File: src/sv/amqpdf_pkg.sv
// ----------------------------------------------------------------------------
// amqpdf_pkg
// Shared codes, constants and the result record of the frame deframer.
// ----------------------------------------------------------------------------
`timescale 1ns / 1ps

package amqpdf_pkg;

  // Frame end marker and size limits
  localparam logic [7:0]  FRAME_END_MARK  = 8'hCE;
  localparam logic [31:0] MAX_FRAME_RESET = 32'd150000;
  localparam logic [32:0] FRAME_OVERHEAD  = 33'd8;

  // Deframer phase codes (code 3 is unused and behaves as header)
  localparam logic [1:0] PH_HEADER  = 2'd0;
  localparam logic [1:0] PH_PAYLOAD = 2'd1;
  localparam logic [1:0] PH_END     = 2'd2;

  // Last header byte position
  localparam logic [2:0] HDR_LAST_IDX = 3'd6;

  // Result status codes
  localparam logic [2:0] ST_HEADER   = 3'd0;
  localparam logic [2:0] ST_PAYLOAD  = 3'd1;
  localparam logic [2:0] ST_DONE     = 3'd2;
  localparam logic [2:0] ST_BADEND   = 3'd3;
  localparam logic [2:0] ST_OVERSIZE = 3'd4;

  // Register addresses (word index taken from paddr)
  localparam logic REG_MAX_FRAME = 1'b0;

  // One result beat
  typedef struct packed {
    logic [2:0]  status;
    logic [7:0]  payload_byte;
    logic [7:0]  frame_type;
    logic [15:0] channel_number;
    logic [31:0] payload_length;
  } res_t;

endpackage

File: src/sv/amqpdf_regs.sv
// ----------------------------------------------------------------------------
// amqpdf_regs
// APB register file holding the maximum frame size.
// ----------------------------------------------------------------------------
`timescale 1ns / 1ps

module amqpdf_regs (
  input  logic        clk_i,
  input  logic        rst_ni,
  input  logic        psel,
  input  logic        penable,
  input  logic        pwrite,
  input  logic [2:0]  paddr,
  input  logic [31:0] pwdata,
  output logic [31:0] prdata,
  output logic        pready,
  output logic [31:0] max_frame_bytes_o
);

  logic [31:0] max_frame_q;
  logic        wr_en;

  // Write on the access phase of a write transfer
  assign wr_en  = psel && penable && pwrite && (paddr[2] == amqpdf_pkg::REG_MAX_FRAME);
  assign pready = 1'b1;

  always_ff @(posedge clk_i or negedge rst_ni) begin
    if (!rst_ni) begin
      max_frame_q <= amqpdf_pkg::MAX_FRAME_RESET;
    end else if (wr_en) begin
      max_frame_q <= pwdata;
    end
  end

  // Read back the register, zero elsewhere
  always_comb begin
    case (paddr[2])
      amqpdf_pkg::REG_MAX_FRAME: prdata = max_frame_q;
      default:                   prdata = 32'd0;
    endcase
  end

  assign max_frame_bytes_o = max_frame_q;

endmodule

File: src/sv/amqp_frame_deframer.sv
// ----------------------------------------------------------------------------
// amqp_frame_deframer
// Byte-serial AMQP 0-9-1 frame deframer with header, payload and end checks.
// ----------------------------------------------------------------------------
// Takes one stream byte per clock while in_stall_o is low and gives exactly
// one result beat per byte, registered in the output register or, while the
// output stalls, in the skid register. The header, payload and end-marker
// state is updated directly from each accepted byte, so a byte can enter
// every cycle. Results sit in an output register backed by a one-entry skid
// register: input stall rises only when both are full, so a stalled output
// costs no input cycle until the second result is waiting. Frames whose
// length plus 8 exceeds max_frame_bytes are flagged as oversize on the last
// header byte and the block resumes hunting for a header; a wrong end marker
// is reported as a bad end and hunting resumes likewise. Write the size
// register only while no beat is in flight.
`timescale 1ns / 1ps

module amqp_frame_deframer (
  input  logic        clk_i,
  input  logic        rst_ni,
  // byte input
  input  logic [7:0]  data_byte_i,
  input  logic        in_valid_i,
  output logic        in_stall_o,
  // result output
  output logic [2:0]  status_o,
  output logic [7:0]  payload_byte_o,
  output logic [7:0]  frame_type_o,
  output logic [15:0] channel_number_o,
  output logic [31:0] payload_length_o,
  output logic        out_valid_o,
  input  logic        out_stall_i,
  // configuration
  input  logic        psel,
  input  logic        penable,
  input  logic        pwrite,
  input  logic [2:0]  paddr,
  input  logic [31:0] pwdata,
  output logic [31:0] prdata,
  output logic        pready
);

  logic [31:0] max_frame_bytes;

  amqpdf_regs u_regs (
    .clk_i             (clk_i),
    .rst_ni            (rst_ni),
    .psel              (psel),
    .penable           (penable),
    .pwrite            (pwrite),
    .paddr             (paddr),
    .pwdata            (pwdata),
    .prdata            (prdata),
    .pready            (pready),
    .max_frame_bytes_o (max_frame_bytes)
  );

  // Deframer state
  logic [1:0]  phase_q, phase_d;
  logic [2:0]  hdr_idx_q, hdr_idx_d;
  logic [7:0]  type_q, type_d;
  logic [15:0] chan_q, chan_d;
  logic [31:0] len_q, len_d;
  logic [31:0] left_q, left_d;

  // Output buffer
  amqpdf_pkg::res_t out_q, skid_q, res_d;
  logic             out_vld_q, skid_vld_q;
  logic             in_acc, out_acc;

  assign in_acc  = in_valid_i && !in_stall_o;
  assign out_acc = out_vld_q && !out_stall_i;

  // Next state and result for the current beat
  always_comb begin
    phase_d   = phase_q;
    hdr_idx_d = hdr_idx_q;
    type_d    = type_q;
    chan_d    = chan_q;
    len_d     = len_q;
    left_d    = left_q;
    res_d.status       = amqpdf_pkg::ST_HEADER;
    res_d.payload_byte = 8'd0;

    case (phase_q)
      amqpdf_pkg::PH_PAYLOAD: begin
        res_d.status       = amqpdf_pkg::ST_PAYLOAD;
        res_d.payload_byte = data_byte_i;
        left_d             = left_q - 32'd1;
        if (left_q == 32'd1) begin
          phase_d = amqpdf_pkg::PH_END;
        end
      end
      amqpdf_pkg::PH_END: begin
        res_d.status = (data_byte_i == amqpdf_pkg::FRAME_END_MARK) ?
                       amqpdf_pkg::ST_DONE : amqpdf_pkg::ST_BADEND;
        phase_d   = amqpdf_pkg::PH_HEADER;
        hdr_idx_d = 3'd0;
      end
      default: begin
        phase_d = amqpdf_pkg::PH_HEADER;
        // Assemble the big-endian header fields
        if (hdr_idx_q == 3'd0) begin
          type_d = data_byte_i;
          chan_d = 16'd0;
          len_d  = 32'd0;
        end else if (hdr_idx_q <= 3'd2) begin
          chan_d = {chan_q[7:0], data_byte_i};
        end else begin
          len_d = {len_q[23:0], data_byte_i};
        end
        if (hdr_idx_q < amqpdf_pkg::HDR_LAST_IDX) begin
          hdr_idx_d = hdr_idx_q + 3'd1;
        end else begin
          // Header complete: size check, then payload, end marker or back to header hunting
          hdr_idx_d = 3'd0;
          if (({1'b0, len_d} + amqpdf_pkg::FRAME_OVERHEAD) > {1'b0, max_frame_bytes}) begin
            res_d.status = amqpdf_pkg::ST_OVERSIZE;
          end else if (len_d == 32'd0) begin
            phase_d = amqpdf_pkg::PH_END;
          end else begin
            left_d  = len_d;
            phase_d = amqpdf_pkg::PH_PAYLOAD;
          end
        end
      end
    endcase

    res_d.frame_type     = type_d;
    res_d.channel_number = chan_d;
    res_d.payload_length = len_d;
  end

  // Advance state on each accepted beat
  always_ff @(posedge clk_i or negedge rst_ni) begin
    if (!rst_ni) begin
      phase_q   <= amqpdf_pkg::PH_HEADER;
      hdr_idx_q <= 3'd0;
      type_q    <= 8'd0;
      chan_q    <= 16'd0;
      len_q     <= 32'd0;
      left_q    <= 32'd0;
    end else if (in_acc) begin
      phase_q   <= phase_d;
      hdr_idx_q <= hdr_idx_d;
      type_q    <= type_d;
      chan_q    <= chan_d;
      len_q     <= len_d;
      left_q    <= left_d;
    end
  end

  // Output register with skid: hold a second result while the output stalls
  always_ff @(posedge clk_i or negedge rst_ni) begin
    if (!rst_ni) begin
      out_vld_q  <= 1'b0;
      skid_vld_q <= 1'b0;
    end else begin
      if (skid_vld_q) begin
        if (out_acc) begin
          out_vld_q  <= 1'b1;
          skid_vld_q <= 1'b0;
        end
      end else if (in_acc) begin
        if (out_vld_q && out_stall_i) begin
          skid_vld_q <= 1'b1;
        end else begin
          out_vld_q <= 1'b1;
        end
      end else if (out_acc) begin
        out_vld_q <= 1'b0;
      end
    end
  end

  always_ff @(posedge clk_i) begin
    if (skid_vld_q) begin
      if (out_acc) begin
        out_q <= skid_q;
      end
    end else if (in_acc) begin
      if (out_vld_q && out_stall_i) begin
        skid_q <= res_d;
      end else begin
        out_q <= res_d;
      end
    end
  end

  assign in_stall_o       = skid_vld_q;
  assign out_valid_o      = out_vld_q;
  assign status_o         = out_q.status;
  assign payload_byte_o   = out_q.payload_byte;
  assign frame_type_o     = out_q.frame_type;
  assign channel_number_o = out_q.channel_number;
  assign payload_length_o = out_q.payload_length;

  // Skid entry only fills behind a full output register
  a_skid_behind_out: assert property (@(posedge clk_i) disable iff (!rst_ni)
    skid_vld_q |-> out_vld_q)
    else $error("skid register valid while output register empty");

  // Payload phase always has bytes left to pass
  a_payload_left: assert property (@(posedge clk_i) disable iff (!rst_ni)
    (phase_q == amqpdf_pkg::PH_PAYLOAD) |-> (left_q != 32'd0))
    else $error("payload phase with no bytes left");

  // Header position stays within the seven header bytes
  a_hdr_idx: assert property (@(posedge clk_i) disable iff (!rst_ni)
    hdr_idx_q <= amqpdf_pkg::HDR_LAST_IDX)
    else $error("header index out of range");

  // Oversize reported only when the frame really exceeds the limit
  a_oversize: assert property (@(posedge clk_i) disable iff (!rst_ni)
    (out_vld_q && (out_q.status == amqpdf_pkg::ST_OVERSIZE)) |->
      (({1'b0, out_q.payload_length} + amqpdf_pkg::FRAME_OVERHEAD) >
       {1'b0, max_frame_bytes}))
    else $error("oversize reported for a frame within the limit");

endmodule

File: config.mk
export PLATFORM = sky130hd
export DESIGN_NAME = amqp_frame_deframer
export DESIGN_NICKNAME = d
export VERILOG_FILES = /design/src/sv/amqpdf_pkg.sv /design/src/sv/amqpdf_regs.sv /design/src/sv/amqp_frame_deframer.sv
export SDC_FILE = /design/constraint.sdc
export NUM_CORES = 1
export LEC_CHECK = 0
export ABC_CLOCK_PERIOD_IN_PS = 11100
export BUFFER_PORTS_ARGS = -buffer_cell sky130_fd_sc_hd__clkbuf_2
export CAP_MARGIN = 30
export CORE_ASPECT_RATIO = 0.6
export CORE_MARGIN = 2
export CORE_UTILIZATION = 55
export DETAILED_ROUTE_END_ITERATION = 10
export GPL_ROUTABILITY_DRIVEN = 0
export PLACE_DENSITY = 0.86
export REMOVE_ABC_BUFFERS = 1
export SETUP_SLACK_MARGIN = 0.1
export SLEW_MARGIN = 10
export SYNTH_ARGS = -nofsm -noshare
export SYNTH_HDL_FRONTEND = slang
export SYNTH_SLANG_ARGS = --single-unit
export TNS_END_PERCENT = 20
File: constraint.sdc
create_clock -name clk_i -period 11.1 [get_ports clk_i]
set_clock_uncertainty 0.15 [all_clocks]
set_input_delay 1.665 -clock clk_i [delete_from_list [all_inputs] [get_ports clk_i]]
set_output_delay 1.665 -clock clk_i [all_outputs]
set_load 0.02 [all_outputs]
==> results of run 1 <==
[cell usage after synthesis (4+ instances only)]
master    instances  area share (%)
and2_1           12            0.55
o21ai_0         171             6.2
a22oi_1          17            0.93
nand3_1          21            0.77
nand4_1          17            0.78
nand2b_1         14            0.64
dfrtp_1         119              22
nor4b_1           8            0.51
nor4b_2           4            0.44
a31oi_1           4            0.18
a21oi_1          31             1.1
nor3b_1          10            0.55
or3_1             4            0.18
dfstp_2           8             1.5
o31ai_1           8            0.44
or4_1             7            0.38
nor4_1           13            0.59
xnor2_1          21             1.3
edfxtp_1        134              29
nor3_1           22            0.80
ha_1             40             3.7
inv_1            96             2.6
o211a_1           4            0.29
nand2_1         195             5.3
mux2i_1          38             2.8
clkbuf_1         56             1.5
xor2_1           12            0.77
buf_1             6            0.16
nor2_1           73             2.0
mux2_2           69             5.7
buf_6             4            0.33
or2_2            18            0.82
buf_2             8            0.29
o22ai_1          10            0.46
[cell type report]
| class | instances | area share, % |
|---|---|---|
| timing repair buffer | 177 | 6.58 |
| multi-input combinational | 906 | 37.4 |
| sequential | 261 | 46.2 |
| tap | 322 | 2.58 |
| clock inverter | 8 | 0.576 |
| clock buffer | 37 | 4.43 |
| inverter | 96 | 2.30 |
[state kept, by name (all words and copies together), names as in the netlist]
signal	cells
chan_q	16
channel_number_o	16
frame_type_o	8
hdr_idx_q	3
in_stall_o	1
left_q	32
len_q	32
out_valid_o	1
payload_byte_o	8
payload_length_o	32
phase_q	2
skid_q	67
status_o	3
type_q	8
u_regs.max_frame_bytes_o	32
[metrics by stage]
stage	instance area, um2	power, mW
final	15600	4.86
after CTS	15500	4.81
after floorplan	13400	3.23
after global routing	15600	5.18
after detailed placement	14800	3.95
after global placement	14700	3.82
[logic make-up (layout without fill, tap and decap cells)]
group / after synthesis / count (layout) / synth area share (%)
simple gates: 443 / 443 / 16.0
fa+ha+maj: 40 / 40 / 3.65
xor+xnor: 33 / 33 / 2.11
mux: 107 / 107 / 8.45
flops: 261 / 261 / 52.6
compound gates: 282 / 282 / 12.1
other cells: 1 / 1 / 0.0274
buf+inv: 171 / 318 / 5.00
[routing by layer]
metal	vias up	GRT usage (%)
li1	4998	-
met1	5260	38.6
met2	579	39.2
met3	97	6.81
met4	2	7.55
met5	-	0
[how the worst max path moves through the flow]
stage,end,slack [ns],startpoint
after floorplan,left_q[19],1.91,data_byte_i[3]
after global placement,left_q[13],3.74,data_byte_i[3]
after detailed placement,left_q[13],3.59,data_byte_i[3]
after CTS,left_q[26],4.04,data_byte_i[3]
after global routing,left_q[28],3.58,data_byte_i[3]
final,left_q[25],3.90,data_byte_i[3]
[power groups by stage]
stage	Sequential (mW)	Combinational, mW	Clock, mW
after floorplan	1.92	1.31	0
after global placement	1.74	2.08	0
after detailed placement	1.76	2.19	0
after CTS	1.75	2.21	0.853
after global routing	1.79	2.49	0.897
final	1.75	2.27	0.842
[worst register-to-register path, cell delays in order, from the launching register on]
cell      delay, ns
dfrtp_1        0.53
inv_1          0.09
ha_1           0.18
buf_4          0.23
nor4b_1        0.46
nor2_1         0.26
inv_1          0.11
ha_1           0.18
o221ai_1       0.19
nor3_1         0.61
nand2_1        0.26
or3_1          0.52
nor4_1         0.38
xnor2_1        0.11
ha_1           0.29
nand4_1        0.14
or4_1          0.61
a211oi_1       0.71
nor4_2         0.13
buf_4          0.31
nand2_2        0.34
mux2i_1        0.24
==> impl_metrics.toml, run 1 <==
[flow_run]
cap_violations = 0

[min_path]
min_path_type = "register to register"
min_from = "chan_q[14]"
whs_endpoint = "chan_q[14]"
whs_path_depth = 2

[outcome]
outcome = "completed"

[critical_path]
cp_max_fo = 29
worstPathArrival_ns = 7.50
max_stage_delay_ns = 0.71
crit_type = "input pin to register"
rr_endpoint = "left_q[25]"
cp_slowest_cell = "a211oi_1"
cp.depth = 20
worst-path-buf-inv = 3
path_cells = "clkbuf_2, nand2b_1, o21ai_0, nor2_1, inv_1, ha_1, o221ai_1, nor3_1, nand2_1, or3_1, nor4_1, xnor2_1, ha_1, nand4_1, or4_1, a211oi_1, nor4_2, buf_4, nand2_2, mux2i_1"
cp.required_ns = 11.39
worst_setup_path_start_kind = "input pin"
ff2ff_setup_slack_ns = 3.99
r2r_start = "hdr_idx_q[1]"
worst_path_dominant_cell_family = "simple AND/OR/NAND/NOR gates"
crit_path_frequent_cell = "ha_1"
endpoint_kind = "register"
reg2reg_depth = 21

[clock_network]
clk_latency_ns = 0.54
ctsHoldBuffers = 0
cts_tree = "done"
cts_made_buffers = 25
h-tree-depth = 1
clk_pin_slew_ns = 0.06
root_buffer = "clkbuf_16"
ctsLongestPathBuffers = 3
cts_setup_buffers = 0
numClockSinks = 261
cts_resized = 0

[placed_design]
dp_hpwl_mm = 23.4
dp_cells = 1758
io_buffers = 148
pre_cts_slack_ns = 3.59

[final_layout]
final_layout_size_suffix_gt1_share_pct = 22.1
diodes = 0
nFillCells = 1893
regArea_um2 = 7220
final_cell_mix = "nand2_1, o21ai_0, clkbuf_2, edfxtp_1, dfrtp_1"
fin_cells = 1807
syn_to_final_growth_pct = 14.1
fin_util_pct = 64.3
fin_nets = 1557
final_common_cell = "nand2_1"
multi_input_area_um2 = 5850

[floorplan]
dieArea_um2 = 26200
io_pins = 152
die_w_um = 208
start_util_pct = 56.3
rows = 44
die_y_um = 126
core_area_um2 = 24300

[synthesis]
synth_cells = 1338
async_flop_share_pct = 48.7
synthesis.area_um2 = 13700
ys_warn_count = 0
synth_edf_count = 134
synth-seq-cells = 261
avgSynthCellArea_um2 = 10.2
seq_area_frac_synth_pct = 52.6
synth_ff_type = "edfxtp_1"
ys_types = 73

[routing]
final_antenna_net_count = 0
wl_mm = 34.8
wl_met1_mm = 14.9
wl_met3_mm = 3.82
firstDrtPassIters = 5
avgViaCountPerCell = 6.05
drt_iter0_markers = 1159
drc = 0
vias = 10900
wl_per_cell_um = 19.3
highest_layer = "met5"
wl_met2_mm = 15.1

[power_and_ir_drop]
power_frac_clock_pct = 17.3
powerDensity_nw_per_um2 = 311
pwr-share-seq_pct = 36.0
power_switching_mw = 2.08
swShare_pct = 42.8
pwr-share-comb_pct = 46.6
ir_worst_vdd_uv = 320
p_leak_nw = 6.84
intPower_mw = 2.78

[sta]
tightestPinTransition_ns = 0.997
drv_slew = 0
slew_headroom_pct = 33.5
fin_tns_setup_ns = 0
setup_viol = 0
post-route-worst-setup-slack_ns = 3.90
hold_viol_final = 0
rsz0062_at_grt = "false"
fin_crit_sh_pct = 64.9
hold-worst-slack_ns = 0.331
period_needed_ns = 7.20
max_freq_mhz = 139

[global_routing]
overflow = 0
grt_pass1_wl_mm = 55.6
track_usage_pct = 26.5
antenna_found_initial = 1
grt_pass1_vias = 10300
grt_max_degree = 98
Note: power is estimated with default switching activity, not from simulation.
==> run 2: changes to the inputs <==
--- a/config.mk
+++ b/config.mk
@@ -5,15 +5,15 @@
 export SDC_FILE = /design/constraint.sdc
 export NUM_CORES = 1
 export LEC_CHECK = 0
-export ABC_CLOCK_PERIOD_IN_PS = 11100
+export ABC_CLOCK_PERIOD_IN_PS = 6470
 export BUFFER_PORTS_ARGS = -buffer_cell sky130_fd_sc_hd__clkbuf_2
 export CAP_MARGIN = 30
 export CORE_ASPECT_RATIO = 0.6
 export CORE_MARGIN = 2
-export CORE_UTILIZATION = 55
+export CORE_UTILIZATION = 54
 export DETAILED_ROUTE_END_ITERATION = 10
 export GPL_ROUTABILITY_DRIVEN = 0
-export PLACE_DENSITY = 0.86
+export PLACE_DENSITY = 0.87
 export REMOVE_ABC_BUFFERS = 1
 export SETUP_SLACK_MARGIN = 0.1
 export SLEW_MARGIN = 10
==> constraint.sdc (replaced) <==
create_clock -name clk_i -period 6.47 [get_ports clk_i]
set_clock_uncertainty 0.15 [all_clocks]
set_input_delay 0.9705 -clock clk_i [delete_from_list [all_inputs] [get_ports clk_i]]
set_output_delay 0.9705 -clock clk_i [all_outputs]
set_load 0.02 [all_outputs]
==> run 2 against run 1 <==
Worst setup slack lost 3.5 ns; power grew 72%; count of clock-buffer cells in the layout shrank 2; global-route usage is essentially flat; routed wire length grew 3.0%; combinational power grew 74%; hold slack gained 0.0014 ns; via count grew 1.3%; register-to-register slack lost 3.6 ns; sequential cell count is the same; cell area grew 0.41%; critical path depth grew 2.
==> impl_metrics.toml, run 2 (synthesis gave the netlist of run 1 again) <==
[outcome]
outcome = "completed"

[routing]
wl_mm = 35.9
drt_iter0_markers = 1417
drc = 0
firstDrtPassIters = 6
vias = 11100
wl_per_cell_um = 19.6
final_antenna_net_count = 0
avgViaCountPerCell = 6.06

[critical_path]
path_cells = "inv_1, ha_1, buf_4, nor3_2, buf_4, a22oi_1, nor4_2, buf_4, nand2_1, or3_1, nor4_1, xnor2_1, ha_1, nand4_1, or4_1, o22ai_1, a211oi_2, nor4_2, buf_12, buf_4, mux2i_1, a21oi_1"
max_stage_delay_ns = 0.62
crit_type = "register to register"
cp_max_fo = 25
cp_slowest_cell = "or4_1"
crit_path_frequent_cell = "buf_4"
worst-path-buf-inv = 6
worstPathArrival_ns = 6.32
worst_path_dominant_cell_family = "simple AND/OR/NAND/NOR gates"
worst_setup_path_start_kind = "register"
crit_start = "hdr_idx_q[1]"
cp.required_ns = 6.69
r2r_start = "hdr_idx_q[1]"
endpoint_kind = "register"

[clock_network]
numClockSinks = 261
clk_latency_ns = 0.53
root_buffer = "clkbuf_16"
clk_pin_slew_ns = 0.07
ctsLongestPathBuffers = 3
h-tree-depth = 1
cts_tree = "done"
cts_setup_buffers = 0
cts_made_buffers = 25

[power_and_ir_drop]
ir_worst_vdd_uv = 320
powerDensity_nw_per_um2 = 533
p_leak_nw = 6.89

[final_layout]
regMostFlops = "skid_q"
largest_reg_flops = 67
nFillCells = 1983
design_area_um2 = 15700
final_common_cell = "nand2_1"
fin_nets = 1570
final_layout_size_suffix_gt1_share_pct = 23.2
syn_to_final_growth_pct = 14.6
multi_input_area_um2 = 5870
diodes = 0
final_cell_mix = "nand2_1, o21ai_0, clkbuf_2, edfxtp_1, dfrtp_1"
regArea_um2 = 7220

[placed_design]
io_buffers = 148
placed_area_um2 = 14900
dp_hpwl_mm = 24.8

[floorplan]
die_y_um = 127
core_area_um2 = 25100
start_util_pct = 54.6
die_w_um = 210
rows = 45
dieArea_um2 = 26700
io_pins = 152

[global_routing]
grt_pass1_vias = 10500
grt_max_degree = 88
grt_pass1_wl_mm = 55.8
antenna_found_initial = 0
track_usage_pct = 26.5
overflow = 0

[sta]
fin_tns_setup_ns = 0
hold_viol_final = 0
drv_slew = 0
fin_crit_sh_pct = 94.4
tightestPinTransition_ns = 0.911
rsz0062_at_grt = "false"
period_needed_ns = 6.11
max_freq_mhz = 164
setup_viol = 0
slew_headroom_pct = 39.2

[min_path]
min_path_type = "register to register"
min_from = "chan_q[13]"

[flow_run]
cap_violations = 0
==> run 2: final cells by class <==
type	instances	area share, %
multi-input combinational	906	37.4
sequential	261	46.0
tap	329	2.62
clock inverter	10	0.526
clock buffer	35	4.29
timing repair buffer	190	6.90
inverter	96	2.30
==> run 2: worst min-delay path: stages, from the launching register on <==
cell	delay, ns
dfrtp_1	0.34
nand2_1	0.04
o21ai_0	0.06
==> run 2: power by group <==
group / switching [mW] / internal [mW]
logic: 2.58 / 1.38
clock network: 0.626 / 0.767
registers: 0.429 / 2.59
==> run 2: metrics by stage <==
stage | total power [mW] | instances | hold WS, ns | util [%] | setup WS [ns]
3_5_place_dp | 6.85 | 1780 | 0.321 | 59.3 | 0.393
6_report | 8.37 | 1827 | 0.332 | 62.5 | 0.365
2_1_floorplan | 5.54 | 1263 | 0.300 | - | -2.67
3_3_place_gp | 6.62 | 1779 | 0.314 | 59.3 | 0.598
5_1_grt | 8.87 | 1827 | 0.362 | 62.5 | 0.0257
4_1_cts | 8.28 | 1825 | 0.335 | 62.3 | 0.348
==> run 2: repair_timing <==
item                       in CTS  in global routing
setup endpoints to repair       0                 24
resized for setup               0                  5
hold buffers                    0                  0
==> run 2: worst paths after layout <==
path,to,slack (ns),cells past startpoint
max,left_q[30],0.36,22
min,chan_q[13],0.33,2
max reg2reg,left_q[30],0.36,22
min reg2reg,chan_q[13],0.33,2
max in group asynchronous,hdr_idx_q[1],4.36,2
min in group asynchronous,type_q[6],0.39,1
==> run 2: routing by layer <==
layer	vias to the layer above	GRT usage, %	routed length [um]
met2	612	40.0	15600
met4	0	6.93	976
met3	97	7.45	4120
li1	5029	-	-
met1	5338	37.8	15100
met5	-	0	0
==> run 3: changes to the inputs <==
--- a/config.mk
+++ b/config.mk
@@ -13,6 +13,7 @@
 export CORE_UTILIZATION = 54
 export DETAILED_ROUTE_END_ITERATION = 10
 export GPL_ROUTABILITY_DRIVEN = 0
+export MAX_ROUTING_LAYER = met4
 export PLACE_DENSITY = 0.87
 export REMOVE_ABC_BUFFERS = 1
 export SETUP_SLACK_MARGIN = 0.1
==> run 3 against run 2 <==
Routed wire length shrank 0.21%; power is essentially flat; hold slack is essentially flat; via count shrank 0.23%; sequential power is essentially flat; sequential cell count is the same; clock power is essentially flat; global-route usage grew 0.84 points; cell count is the same; non-clock buffer count is the same; combinational power is essentially flat; cell area is essentially flat; largest power group unchanged.
==> impl_metrics.toml, run 3 (synthesis gave the netlist of run 1 again) <==
[outcome]
outcome = "completed"

[routing]
avgViaCountPerCell = 6.05
final_antenna_net_count = 0
drc = 0
vias = 11100
wl_mm = 35.8
firstDrtPassIters = 6
drt_iter0_markers = 1404
wl_per_cell_um = 19.6

[sta]
rsz0062_at_grt = "false"
drv_slew = 0
hold-worst-slack_ns = 0.332
tightestPinTransition_ns = 0.913
fin_crit_sh_pct = 93.6
post-route-worst-setup-slack_ns = 0.416
slew_headroom_pct = 39.1
max_freq_mhz = 165
period_needed_ns = 6.05
hold_viol_final = 0
setup_viol = 0

[final_layout]
design_area_um2 = 15700
fin_nets = 1570
final_layout_size_suffix_gt1_share_pct = 23.2
largest_reg_flops = 67
nFillCells = 1983
diodes = 0
syn_to_final_growth_pct = 14.6
final_common_cell = "nand2_1"
final_cell_mix = "nand2_1, o21ai_0, clkbuf_2, edfxtp_1, dfrtp_1"
fin_util_pct = 62.5
regMostFlops = "skid_q"

[global_routing]
track_usage_pct = 27.3
antenna_found_initial = 0
grt_pass1_vias = 10500
grt_pass1_wl_mm = 55.9
overflow = 0
grt_max_degree = 88

[clock_network]
clk_latency_ns = 0.54
cts_tree = "done"
h-tree-depth = 1
clk_pin_slew_ns = 0.07
numClockSinks = 261
cts_made_buffers = 25
ctsLongestPathBuffers = 3
root_buffer = "clkbuf_16"

[placed_design]
placed_area_um2 = 14900
dp_hpwl_mm = 24.8
io_buffers = 148
pre_cts_slack_ns = 0.393

[power_and_ir_drop]
p_leak_nw = 6.89
pwr-share-seq_pct = 36.1
pwr-share-comb_pct = 47.2
ir_worst_vdd_uv = 320
powerDensity_nw_per_um2 = 533
power_switching_mw = 3.63
power_frac_clock_pct = 16.6
swShare_pct = 43.3
total_power_mw = 8.37
intPower_mw = 4.74

[critical_path]
endpoint_kind = "register"
worst_setup_path_start_kind = "register"
path_cells = "inv_1, ha_1, buf_4, nand2b_1, o21ai_0, o22ai_1, nor4_4, nand2_1, or3_1, nor4_2, xnor2_1, ha_1, nand4_1, or4_1, o22ai_1, a211oi_2, nor4_2, buf_12, buf_4, mux2i_1, a21oi_1"
max_stage_delay_ns = 0.62
cp.required_ns = 6.69
crit_type = "register to register"
cp_max_fo = 25
cp_slowest_cell = "or4_1"
worstPathArrival_ns = 6.28
ff2ff_setup_slack_ns = 0.42

[floorplan]
dieArea_um2 = 26700
io_pins = 152
die_y_um = 127
core_area_um2 = 25100
die_w_um = 210
start_util_pct = 54.6
rows = 45

[flow_run]
cap_violations = 0

[min_path]
min_path_type = "register to register"
## run 3: path summary, 6_finish.rpt
kind / from / endpoint / cells after the start
max in group asynchronous: rst_ni / hdr_idx_q[1] / 2
min in group asynchronous: rst_ni / type_q[6] / 1
worst max-delay path: hdr_idx_q[1] / left_q[18] / 21
worst min-delay path: chan_q[13] / chan_q[13] / 2
worst max register to register: hdr_idx_q[1] / left_q[18] / 21
worst min register to register: chan_q[13] / chan_q[13] / 2
## run 3: critical path: cells and delay by family (launching register included)
family | cells | cell delay (ns)
DFF | 1 | 0.46
xor gates and xnor gates | 1 | 0.13
and+or+nand+nor | 8 | 2.61
buffers and inverters | 4 | 0.77
adders and majority gates | 2 | 0.65
muxes | 1 | 0.19
AOI/OAI and AO/OA | 5 | 0.91
## run 3: timing repair
item | 4_1_cts | 5_1_grt
endpoints found under the hold margin | 0 | 0
hold buffers | 0 | 0
resized for setup | 0 | 5
endpoints found under the setup margin | 0 | 24
setup buffers | 0 | 0
## run 3: layout make-up
class                   count  area (um2)  area share (%)
flip-flops and latches    261        7220            46.0
multi-input cells         906        5870            37.4
repair buffers            190        1080            6.90
clock buffers              35         673            4.29
well taps                 329         412            2.62
inverters                  96         360            2.30
clock inverters            10        82.6           0.526
## run 3: through the flow
| stage | TNS, ns | cells |
|---|---|---|
| 3_5_place_dp | 0 | 1780 |
| 3_3_place_gp | 0 | 1779 |
| 2_1_floorplan | -279.45 | 1263 |
| 4_1_cts | 0 | 1825 |
| 5_1_grt | 0 | 1827 |
| 6_report | 0 | 1827 |
## run 3: per-layer routing
layer  vias up  routed length, um  global-route usage (%)
met5         -                  0                       -
met3        93               4170                    7.13
met2       604              15600                    39.9
li1       5030                  -                       -
met4         0                956                    7.34
met1      5323              15100                    38.0
## run 3: power groups by stage
stage | sequential [mW] | combinational, mW | clock [mW]
2_1_floorplan | 3.30 | 2.24 | 0
3_3_place_gp | 3.00 | 3.62 | 0
3_5_place_dp | 3.03 | 3.82 | 0
4_1_cts | 3.01 | 3.86 | 1.41
5_1_grt | 3.08 | 4.31 | 1.47
6_report | 3.02 | 3.95 | 1.39
